==> config.mk <==
export PLATFORM = sky130hd
export DESIGN_NAME = ppu_dot_timing_and_scroll_top
export DESIGN_NICKNAME = d
export VERILOG_FILES = /design/src/hw/rtl/ppu_dts_pkg.sv /design/src/hw/rtl/ppu_dts_step.sv /design/src/hw/rtl/ppu_dot_timing_and_scroll_top.sv
export SDC_FILE = /design/constraint.sdc
export NUM_CORES = 1
export LEC_CHECK = 0
export ABC_CLOCK_PERIOD_IN_PS = 3900
export BUFFER_PORTS_ARGS = -buffer_cell sky130_fd_sc_hd__buf_2
export CAP_MARGIN = 20
export CORE_MARGIN = 10
export CORE_UTILIZATION = 40
export DETAILED_ROUTE_END_ITERATION = 8
export SLEW_MARGIN = 25
export SYNTH_ARGS = -nofsm -noshare
export SYNTH_HDL_FRONTEND = slang
export SYNTH_SLANG_ARGS = --single-unit
==> constraint.sdc <==
create_clock -name clock -period 3.9 [get_ports clock]
set_clock_uncertainty 0.1 [all_clocks]
set_input_delay 0.39 -clock clock [delete_from_list [all_inputs] [get_ports clock]]
set_output_delay 0.39 -clock clock [all_outputs]
set_load 0.005 [all_outputs]
==> src/hw/rtl/ppu_dts_pkg.sv <==
// ----------------------------------------------------------------------------
// ppu_dts_pkg
// Types and constants shared by the dot timing and scroll counter.
// ----------------------------------------------------------------------------
package ppu_dts_pkg;

   localparam logic [8:0] LAST_DOT          = 9'd340;
   localparam logic [8:0] LAST_LINE         = 9'd261;
   localparam logic [8:0] VBLANK_LINE       = 9'd241;
   localparam logic [8:0] LAST_VISIBLE_LINE = 9'd239;
   localparam logic [8:0] VISIBLE_DOTS      = 9'd256;
   localparam logic [8:0] Y_INC_DOT         = 9'd256;
   localparam logic [8:0] H_COPY_DOT        = 9'd257;
   localparam logic [8:0] V_COPY_FIRST      = 9'd280;
   localparam logic [8:0] V_COPY_LAST       = 9'd304;
   localparam logic [8:0] PREFETCH_DOT_A    = 9'd328;
   localparam logic [8:0] PREFETCH_DOT_B    = 9'd336;
   localparam logic [8:0] FIRST_TILE_DOT    = 9'd8;
   localparam logic [8:0] FLAG_DOT          = 9'd1;

   localparam logic [14:0] H_KEEP_MASK = 15'h7BE0;
   localparam logic [14:0] H_COPY_MASK = 15'h041F;
   localparam logic [14:0] V_KEEP_MASK = 15'h041F;
   localparam logic [14:0] V_COPY_MASK = 15'h7BE0;
   localparam logic [14:0] FINE_Y_ONE  = 15'h1000;

   localparam logic [4:0] COARSE_LAST  = 5'd31;
   localparam logic [4:0] COARSE_Y_ROW = 5'd29;
   localparam logic [2:0] FINE_Y_LAST  = 3'd7;

   typedef struct packed {
      logic [8:0]  dot;
      logic [8:0]  line;
      logic [14:0] v;
      logic        vblank;
   } ppu_state_type;

   typedef struct packed {
      logic [8:0]  dot;
      logic [8:0]  scanline;
      logic [14:0] scroll_addr;
      logic        vblank;
      logic        pixel_visible;
      logic        frame_done;
   } ppu_result_type;

endpackage

==> src/hw/rtl/ppu_dts_step.sv <==
// ----------------------------------------------------------------------------
// ppu_dts_step
// Next-state logic for one dot tick: counters, scroll address, vblank flag, result fields.
// ----------------------------------------------------------------------------
module ppu_dts_step
   import ppu_dts_pkg::*;
(
   input  ppu_state_type  cur,
   input  logic           render_enable,
   input  logic [14:0]    temp_addr,
   output ppu_state_type  nxt,
   output ppu_result_type result
);

   function automatic logic [14:0] coarse_x_inc(input logic [14:0] v);
      logic [14:0] r;
      if (v[4:0] == COARSE_LAST) begin
         r = {v[14:11], ~v[10], v[9:5], 5'd0};
      end else begin
         r = v + 15'd1;
      end
      return r;
   endfunction

   function automatic logic [14:0] y_inc(input logic [14:0] v);
      logic [14:0] r;
      logic [4:0]  y;
      logic        nt;
      if (v[14:12] != FINE_Y_LAST) begin
         r = v + FINE_Y_ONE;
      end else begin
         y  = v[9:5];
         nt = v[11];
         if (y == COARSE_Y_ROW) begin
            y  = 5'd0;
            nt = ~nt;
         end else if (y == COARSE_LAST) begin
            y = 5'd0;
         end else begin
            y = y + 5'd1;
         end
         r = {3'd0, nt, v[10], y, v[4:0]};
      end
      return r;
   endfunction

   logic        render_line;
   logic        x_inc_dot;
   logic [14:0] v_a;
   logic [14:0] v_b;
   logic [14:0] v_c;
   logic        vblank_clr;
   logic        dot_wrap;
   logic        line_wrap;

   always_comb begin
      render_line = (cur.line <= LAST_VISIBLE_LINE) || (cur.line == LAST_LINE);
      x_inc_dot   = ((cur.dot[2:0] == 3'd0) && (cur.dot >= FIRST_TILE_DOT) &&
                     (cur.dot <= Y_INC_DOT)) ||
                    (cur.dot == PREFETCH_DOT_A) || (cur.dot == PREFETCH_DOT_B);

      v_a = cur.v;
      if ((cur.line == LAST_LINE) && (cur.dot >= V_COPY_FIRST) &&
          (cur.dot <= V_COPY_LAST)) begin
         v_a = (cur.v & V_KEEP_MASK) | (temp_addr & V_COPY_MASK);
      end
      v_b = x_inc_dot ? coarse_x_inc(v_a) : v_a;
      if (cur.dot == Y_INC_DOT) begin
         v_c = y_inc(v_b);
      end else if (cur.dot == H_COPY_DOT) begin
         v_c = (v_b & H_KEEP_MASK) | (temp_addr & H_COPY_MASK);
      end else begin
         v_c = v_b;
      end

      nxt.v = (render_enable && render_line) ? v_c : cur.v;

      vblank_clr = (cur.line == LAST_LINE) && (cur.dot == FLAG_DOT);
      if ((cur.line == VBLANK_LINE) && (cur.dot == FLAG_DOT)) begin
         nxt.vblank = 1'b1;
      end else if (vblank_clr) begin
         nxt.vblank = 1'b0;
      end else begin
         nxt.vblank = cur.vblank;
      end

      dot_wrap  = cur.dot >= LAST_DOT;
      line_wrap = dot_wrap && (cur.line >= LAST_LINE);
      nxt.dot   = dot_wrap ? 9'd0 : cur.dot + 9'd1;
      if (line_wrap) begin
         nxt.line = 9'd0;
      end else if (dot_wrap) begin
         nxt.line = cur.line + 9'd1;
      end else begin
         nxt.line = cur.line;
      end

      result.dot           = cur.dot;
      result.scanline      = cur.line;
      result.scroll_addr   = nxt.v;
      result.vblank        = nxt.vblank;
      result.pixel_visible = render_enable && (cur.line <= LAST_VISIBLE_LINE) &&
                             (cur.dot < VISIBLE_DOTS);
      result.frame_done    = line_wrap;
   end

endmodule

==> src/hw/rtl/ppu_dot_timing_and_scroll_top.sv <==
// ----------------------------------------------------------------------------
// ppu_dot_timing_and_scroll_top: dot timing and scroll address counter
// Request register, then the tick logic into the response register.
// Throughput one request per cycle, unless rsp_stall holds a full response register.
// Synchronous reset empties both stages and zeroes dot, line, scroll address, vblank.
// ----------------------------------------------------------------------------
module ppu_dot_timing_and_scroll_top
   import ppu_dts_pkg::*;
(
   input  logic        clock,
   input  logic        reset,
   input  logic        req_valid,
   output logic        req_stall,
   input  logic        req_render_enable,
   input  logic [14:0] req_temp_addr,
   output logic        rsp_valid,
   input  logic        rsp_stall,
   output logic [8:0]  rsp_dot,
   output logic [8:0]  rsp_scanline,
   output logic [14:0] rsp_scroll_addr,
   output logic        rsp_vblank,
   output logic        rsp_pixel_visible,
   output logic        rsp_frame_done
);

   logic           in_valid_ff;
   logic           in_valid_in;
   logic           in_en_ff;
   logic [14:0]    in_temp_ff;
   logic           rsp_valid_ff;
   logic           rsp_valid_in;
   ppu_result_type rsp_data_ff;
   ppu_state_type  state_ff;
   ppu_state_type  state_in;
   ppu_result_type step_result;
   logic           out_open;
   logic           tick_fire;

   assign out_open  = !rsp_valid_ff || !rsp_stall;
   assign tick_fire = in_valid_ff && out_open;
   assign req_stall = in_valid_ff && !out_open;

   ppu_dts_step u_step (
      .cur           (state_ff),
      .render_enable (in_en_ff),
      .temp_addr     (in_temp_ff),
      .nxt           (state_in),
      .result        (step_result)
   );

   always_comb begin
      in_valid_in  = req_stall ? in_valid_ff : req_valid;
      rsp_valid_in = out_open ? in_valid_ff : rsp_valid_ff;
   end

   always_ff @(posedge clock) begin
      if (reset) begin
         in_valid_ff  <= 1'b0;
         rsp_valid_ff <= 1'b0;
         state_ff     <= '0;
      end else begin
         in_valid_ff  <= in_valid_in;
         rsp_valid_ff <= rsp_valid_in;
         if (tick_fire) begin
            state_ff <= state_in;
         end
      end
   end

   always_ff @(posedge clock) begin
      if (!req_stall) begin
         in_en_ff   <= req_render_enable;
         in_temp_ff <= req_temp_addr;
      end
      if (tick_fire) begin
         rsp_data_ff <= step_result;
      end
   end

   assign rsp_valid         = rsp_valid_ff;
   assign rsp_dot           = rsp_data_ff.dot;
   assign rsp_scanline      = rsp_data_ff.scanline;
   assign rsp_scroll_addr   = rsp_data_ff.scroll_addr;
   assign rsp_vblank        = rsp_data_ff.vblank;
   assign rsp_pixel_visible = rsp_data_ff.pixel_visible;
   assign rsp_frame_done    = rsp_data_ff.frame_done;

`ifndef SYNTHESIS
   a_frame_done_pos: assert property (@(posedge clock) disable iff (reset)
      rsp_valid && rsp_frame_done |-> (rsp_dot == LAST_DOT) && (rsp_scanline == LAST_LINE))
      else $error("frame_done away from the last dot of the pre-render line");

   a_visible_pos: assert property (@(posedge clock) disable iff (reset)
      rsp_valid && rsp_pixel_visible |->
         (rsp_dot < VISIBLE_DOTS) && (rsp_scanline <= LAST_VISIBLE_LINE))
      else $error("pixel_visible outside the visible area");

   a_counter_range: assert property (@(posedge clock) disable iff (reset)
      (state_ff.dot <= LAST_DOT) && (state_ff.line <= LAST_LINE))
      else $error("dot or line counter out of range");

   a_vblank_set: assert property (@(posedge clock) disable iff (reset)
      tick_fire && (state_ff.line == VBLANK_LINE) && (state_ff.dot == FLAG_DOT)
      |=> state_ff.vblank)
      else $error("vblank not set at its start dot");

   a_state_hold: assert property (@(posedge clock) disable iff (reset)
      !tick_fire |=> $stable(state_ff))
      else $error("tick state changed without a request");
`endif

endmodule
# --- Word level (Yosys, flattened, before mapping) ---
# Cells that the tools add are included.
classes:
  addsub: 5
  magnitude_cmp: 8
  n_eq_ne: 11
  mux: 15
  n_bitwise: 4
  reduce_logical: 22
op_table:
  columns: ["cell", "count"]
  rows:
  - ["2-to-1 mux 15 bit", 7]
  - ["== test 9 bit, second input constant", 5]
  - [">= comparator 9 bit, second input constant", 3]
  - ["2-to-1 mux 9 bit", 3]
  - ["adder 9 x 1 -> 9 bit, second input constant", 2]
  - ["less-or-equal comparator 9 bit, second input constant", 2]
  - ["adder 15 x 1 -> 15 bit, second input constant", 1]
  - ["adder 15 x 13 -> 15 bit, second input constant", 1]
  - ["== test 5 bit, second input constant", 3]
  - ["OR 11 x 15 -> 15 bit", 1]
  - ["OR 15 x 11 -> 15 bit", 1]
  - ["logical AND 1 bit", 12]
  - ["2-to-1 mux 5 bit", 2]
  - ["== test 9 x 1 -> 1 bit, second input constant", 1]
  - ["== test 9 x 8 -> 1 bit, second input constant", 1]
  - [">= comparator 9 x 4 -> 1 bit, second input constant", 1]
  - ["less-or-equal comparator 9 x 8 -> 1 bit, second input constant", 1]
  - ["< comparator 9 bit, second input constant", 1]
  - ["adder 5 x 1 -> 5 bit, second input constant", 1]
  - ["logical OR 1 bit", 4]
  - ["logical NOT 1 bit", 3]
  - ["logical NOT 3 bit", 1]
  - ["2-to-1 mux 1 bit", 3]
  - ["!= test 3 bit, second input constant", 1]
  - ["3 further kinds", 4]
totals:
  reg_bits: 88
  output_inout_bits: 38
  word_cells: 79

# --- Logic depth before layout (Yosys ltp) ---
# Gate-level depths: netlist (run 1).
depth:
  word_depth: 13
  ltp_mapped: 17

# --- Cells and area by module ---
# Synthesis (run 1) repeated with hierarchy kept, for this count alone.
unflattened:
  hier_cells: 514
  hier_area_um2: 5325.1
modules_own_cells:
  columns: ["mod", "instances", "cells_per_inst", "area_per_inst_um2"]
  rows:
  - ["ppu_dot_timing_and_scroll_top", 1, 208, 3183.1]
  - ["ppu_dts_step", 1, 306, 2142.1]

# --- Worst setup path after synthesis (run 1) ---
# OpenSTA, ideal clock, no wires.
synth_timing:
  path_kind: "register to register"
  start: "register state_ff[25] in the netlist's numbering"
  end: "register rsp_data_ff, in the netlist rsp_scroll_addr[8] (data pin)"
  t_arrival_ps: 3577
  setup_slack_ps: -36
  stages_incl_launch_ff: 16
  path_cell_list: "dfxtp_1 inv_1 ha_1 nor3b_1 o2111a_1 a21oi_1 o211ai_2 or4b_1 xor2_1 ha_1 ha_1 and2_1 clkbuf_1 a31oi_1 and4b_1 o31a_1"
synth_rtl:
  columns: ["item", "line", "rtl"]
  rows:
  - ["start: declaration", "ppu_dot_timing_and_scroll_top.sv:33", "ppu_state_type state_ff;"]
  - ["start signal: assignment", "ppu_dot_timing_and_scroll_top.sv:65", "state_ff <= state_in;"]
  - ["end signal: assignment", "ppu_dot_timing_and_scroll_top.sv:76", "rsp_data_ff <= step_result;"]
  - ["end: declaration", "ppu_dot_timing_and_scroll_top.sv:32", "ppu_result_type rsp_data_ff;"]

==> results of run 1 <==
## how the worst max path moves through the flow
stage / slack [ps] / to / start / cells past startpoint
finish: 220 / rsp_scroll_addr[8] / state_ff[25] / 14
global route: -7 / rsp_scroll_addr[8] / state_ff[19] / 12
CTS: 10 / state_ff[6] / state_ff[26] / 15
detailed placement: 50 / state_ff[6] / state_ff[26] / 15
global placement: 160 / rsp_scroll_addr[8] / state_ff[26] / 14
floorplan: 60 / rsp_scroll_addr[8] / state_ff[25] / 15
## worst max-delay path, stage by stage (launching register included)
cell and delay, ps:
dfxtp_1 340, inv_1 60, ha_1 200, nor3b_2 170
o2111a_1 290, a21oi_4 230, o211ai_2 120, or4b_1 530
xor2_1 200, ha_1 190, ha_1 190, and2_2 230
a31oi_1 130, and4b_1 210, o31a_1 240
## kinds of logic (layout without fill, tap and decap cells)
kind of cell / count (synthesis) / count (layout) / share of synthesized area
simple gates: 156 / 156 / 0.188
compound gates: 93 / 93 / 0.149
flops: 88 / 88 / 0.514
buf+inv: 30 / 121 / 0.0296
xor+xnor: 24 / 24 / 0.0504
mux: 15 / 15 / 0.0352
fa+ha+maj: 12 / 12 / 0.0338
## repair_timing
item,4_1_cts,5_1_grt
endpoints found under the setup margin,0,12
buffers inserted,0,3
resized for setup,0,13
endpoints found under the hold margin,0,0
## flip-flops by register name, summed over array words and instances, names as in the netlist
signal / flops
rsp_dot: 9
in_temp_ff: 15
rsp_pixel_visible: 1
rsp_scroll_addr: 15
in_valid_ff: 1
rsp_vblank: 1
rsp_scanline: 9
rsp_frame_done: 1
rsp_valid: 1
in_en_ff: 1
state_ff: 34
## power groups by stage
stage | registers, mW | logic (mW) | clock network (mW)
final | 1.04 | 0.121 | 0.697
after global routing | 1.04 | 0.137 | 0.753
after detailed placement | 1.06 | 0.123 | 0
after global placement | 1.06 | 0.121 | 0
after CTS | 1.04 | 0.124 | 0.713
after floorplan | 1.06 | 0.0653 | 0
## cells in the final DEF (no fill, tap or decap), types with 5 or more instances in the layout
cell,n
nand4_1,11
clkbuf_8,10
a31oi_1,5
a21oi_1,18
xor2_1,12
buf_2,57
buf_4,34
xnor2_1,11
edfxtp_1,52
ha_1,11
o21ai_0,14
nor3_1,7
nand2_1,36
mux2i_1,13
dfxtp_1,32
nand3_1,13
a211oi_1,10
nor2_1,50
and3_1,6
inv_1,13
## area by class of cell
| type | instances | share of cell area |
|---|---|---|
| clock buffers | 10 | 0.0257 |
| clock inverters | 6 | 0.0154 |
| inverters | 14 | 0.00982 |
| multi-input cells | 300 | 0.388 |
| flip-flops and latches | 88 | 0.428 |
| well taps | 140 | 0.0327 |
| repair buffers | 91 | 0.101 |
## stage by stage
stage	TNS [ps]	cell area, µm²	setup slack, ps	power (mW)
3_3_place_gp	0	5060	161	1.18
5_1_grt	-6.89	5350	-6.89	1.93
3_5_place_dp	0	5060	48.3	1.18
6_report	0	5350	221	1.85
2_1_floorplan	0	4450	59.7	1.12
4_1_cts	0	5280	11.0	1.87
## layer usage
layer,part of all wire,up-vias,global-route usage
met3,0.046,11,0.0338
met1,0.47,1722,0.173
met2,0.47,90,0.218
met5,0,-,0
li1,-,1725,-
met4,0.012,0,0.0434
==> impl_metrics.toml, run 1 <==
[floorplan]
io_pins = 58
design.die.area_um2 = 15700
die_h_um = 125
initial_core_util = 0.410
rows = 38
core_um2 = 10800
die_w_um = 125

[sta]
fin_crit_ps = 3680
fin_crit_sh = 0.943
setup_viol = 0
slew_headroom = 0.462
hold_ws_ps = 93.0
maxSlewViolCount = 0
fmax_mhz = 272
hold_viol = 0
tightest_slew_ps = 800

[placement]
portBuffers = 57
dpl.cell_count = 630
hpwlAfterDp_mm = 8.05
place.gp.congestion = 0.897

[synth]
synth_commonest_cells = "52 x edfxtp_1, 51 x nor2_1, 36 x dfxtp_1, 36 x nand2_1, 19 x a21oi_1"
ys_seq_area_frac = 0.514
ys_seq_elements = 88
syn-instance-count = 418
yosysMostFrequentCell = "edfxtp_1"
yosys_most_used_dff = "edfxtp_1"
synth_edf_count = 52
async_reset_ff_frac = 0
avgSynthCellArea_um2 = 10.6
synth_top_area_cell = "edfxtp_1"
yosys_warnings = 0
syn_nets = 450
synth.distinct_cells = 63
synth_top_area_frac = 0.351
yosys-top-cells-area = "edfxtp_1 35%, dfxtp_1 16%, nor2_1 4.3%"
synth_area_um2 = 4440

[cells_and_area]
layout-drive-gt1-share = 0.265
final-seq-area_um2 = 2290
fillers = 992
multi_input_area_um2 = 2070
utilization = 0.493
final_cells = 649
diodes = 0
layout.nets = 536
area_growth_pct = 20.4

[global_routing]
grt_max_degree = 27
antenna_found_initial = 0
grt_first_pass_wirelength_mm = 17.5
grt-ovfl-total = 0
grt_pass1_vias = 3352
track_usage = 0.135

[worst_setup_path]
rrSetupSlack_ps = 220
r2r_start = "state_ff[25]"
critical_path.max_fanout = 7
worstSetupEndpointType = "flop"
path_class = "flop to flop"
regToRegEndpoint = "rsp_scroll_addr[8]"
startpoint_type = "flop"
arrival_ps = 3700
crit_required_ps = 3920
worstRegToRegCells = 14

[clocking]
clock-sinks = 88
cts_buffers = 9
cts_hold_buf = 0
root_buffer = "clkbuf_8"
clockBufferDepth = 2
cts_tree = "done"
clk_latency_ps = 370
cts.clk_slew.worst_paths_ps = 90
h-tree-depth = 3

[drt]
vias_per_cell = 5.47
wl_mm = 10.8
drc = 0
drtPass1Iterations = 4
via_count = 3548
drtAntennaViolNets = 0
wire_per_inst_um = 16.6
drt_iter0_drc = 342

[flow_run]
drv_cap = 0

[worst_hold_path]
min-delay-start = "req_temp_addr[1]"
hold_class = "input port to flop"
hold_end = "in_temp_ff[1]"
hold_path_depth = 1

[pwr]
vdd_ir_drop_max_mv = 0.162
combPwrFrac = 0.065
power.leakage_nw = 2.04
power_density_nw_per_um2 = 347
power.switching_mw = 0.413
p_clk_frac = 0.376
switching_share = 0.222
p_int_mw = 1.44
seqPwrFrac = 0.559

[status]
run_status = "finished clean"
Power figures use the tool's default switching activity.
==> run 2, diff against run 1 <==
--- a/config.mk
+++ b/config.mk
@@ -8,9 +8,12 @@
 export ABC_CLOCK_PERIOD_IN_PS = 3900
 export BUFFER_PORTS_ARGS = -buffer_cell sky130_fd_sc_hd__buf_2
 export CAP_MARGIN = 20
+export CELL_PAD_IN_SITES_DETAIL_PLACEMENT = 0
+export CELL_PAD_IN_SITES_GLOBAL_PLACEMENT = 2
 export CORE_MARGIN = 10
-export CORE_UTILIZATION = 40
+export CORE_UTILIZATION = 34
 export DETAILED_ROUTE_END_ITERATION = 8
+export PLACE_DENSITY_LB_ADDON = 0.1
 export SLEW_MARGIN = 25
 export SYNTH_ARGS = -nofsm -noshare
 export SYNTH_HDL_FRONTEND = slang
==> impl_metrics.toml, run 2 (synthesized netlist as in run 1, its figures left out) <==
[drt]
dr_wl_met2_mm = 5.63
wl_met3_um = 457
drtAntennaViolNets = 0
met1Wirelength_mm = 5.45
wire_per_inst_um = 17.0
drt_iter0_drc = 227
top_layer = "met4"
drc = 0
vias_per_cell = 5.05
wl_mm = 11.7
via_count = 3498
drtPass1Iterations = 4

[placement]
hpwlAfterDp_mm = 8.77
detailedPlace.worstSlack_ps = 13.0
place.gp.congestion = 0.848
portBuffers = 57
place_area_um2 = 5200

[pwr]
finalPower_mw = 1.95
vdd_ir_drop_max_mv = 0.182
p_int_mw = 1.52
power.leakage_nw = 2.12
p_clk_frac = 0.404
power.switching_mw = 0.438
switching_share = 0.224
seqPwrFrac = 0.531
combPwrFrac = 0.064
power_density_nw_per_um2 = 355

[cells_and_area]
final_area_um2 = 5510
layout-drive-gt1-share = 0.265
diodes = 0
final_cell_mix = "57 x buf_2, 52 x edfxtp_1, 49 x nor2_1"
area_growth_pct = 23.9
largest-register = "state_ff"
final_common_cell = "buf_2"
layout.nets = 547
largest_register_ffs = 34

[clocking]
root_buffer = "clkbuf_16"
clk_latency_ps = 350
cts_tree = "done"
h-tree-depth = 3
clockBufferDepth = 2
cts.clk_slew.worst_paths_ps = 70
clock-sinks = 88
cts_buffers = 9

[worst_setup_path]
critPathMaxStageDelay_ps = 520
path_cells = "ha_1 -> and3_1 -> ha_1 -> and3b_2 -> o211ai_2 -> or4b_1 -> xor2_1 -> ha_1 -> ha_1 -> and2_4 -> a31oi_1 -> and4b_1 -> o31a_1"
worstSetupEndpointType = "flop"
crit_required_ps = 3900
arrival_ps = 3680
cpMostUsedCell = "ha_1"
startpoint_type = "flop"
slowest_stage = "or4b_1"
path_class = "flop to flop"
critical_path.max_fanout = 8

[sta]
fin_crit_sh = 0.942
setup_viol = 0
fin_ws_ps = 224
fin_crit_ps = 3680
grt_setup_unrepaired = "false"
tightest_slew_ps = 754
slew_headroom = 0.494
fmax_mhz = 272
tns_ps = 0
hold_viol = 0
maxSlewViolCount = 0

[global_routing]
grt_first_pass_wirelength_mm = 19.0
track_usage = 0.132
grt_pass1_vias = 3531
grt-ovfl-total = 0
antenna_found_initial = 0
grt_max_degree = 44

[floorplan]
die_h_um = 134
design.die.area_um2 = 18000
initial_core_util = 0.349
die_w_um = 134
rows = 41
io_pins = 58
core_um2 = 12700

[worst_hold_path]
hold_class = "input port to flop"

[status]
run_status = "finished clean"

[flow_run]
drv_cap = 0
## run 2: final timing paths
check,start,endpoint,slack [ps],cells past startpoint
worst min-delay path,req_temp_addr[0],in_temp_ff[0],110,1
worst max-delay path,state_ff[1],rsp_scroll_addr[8],220,13
worst max register to register,state_ff[1],rsp_scroll_addr[8],220,13
worst min register to register,state_ff[0],state_ff[0],400,2
## run 2: area by class of cell
class / count / area, µm²
Inverter: 14 / 52.6
Timing Repair Buffer: 102 / 623
Multi-Input combinational cell: 300 / 2070
Fill cell: 1296 / 7210
Tap cell: 172 / 215
Clock inverter: 4 / 21.3
Clock buffer: 12 / 246
Sequential cell: 88 / 2280
## run 2: power by group through the flow
stage / combinational (mW) / clock, mW / sequential (mW)
finish: 0.126 / 0.790 / 1.04
global route: 0.142 / 0.864 / 1.04
CTS: 0.129 / 0.823 / 1.04
detailed placement: 0.128 / 0 / 1.06
global placement: 0.128 / 0 / 1.06
floorplan: 0.0653 / 0 / 1.06
## run 2: what timing repair did
action                     in CTS  in global routing
gates resized for setup         0                  9
hold buffers                    0                  0
setup endpoints to repair       0                 12
buffers inserted                0                  1
## run 2: critical path, delay by kind of cell, from the launching register on
kind                     cells  cell delay, ps
AO/OA/AOI/OAI                3             480
XOR/XNOR                     1             200
adder cells (fa/ha/maj)      4             900
flip-flops                   1             310
AND/OR/NAND/NOR              5            1450
## run 2: per-stage QoR
stage	hold slack [ps]	utilization	std cells
after global routing	97.7	0.433	692
final	115	0.433	692
after detailed placement	386	0.409	675
after CTS	96.8	0.430	691
after floorplan	303	-	418
after global placement	370	0.409	675
## run 2: metal layers
layer | track usage | vias to the layer above
met2 | 0.215 | 53
met4 | 0.0484 | 0
met1 | 0.163 | 1677
met3 | 0.0381 | 13
met5 | 0 | -
li1 | - | 1755
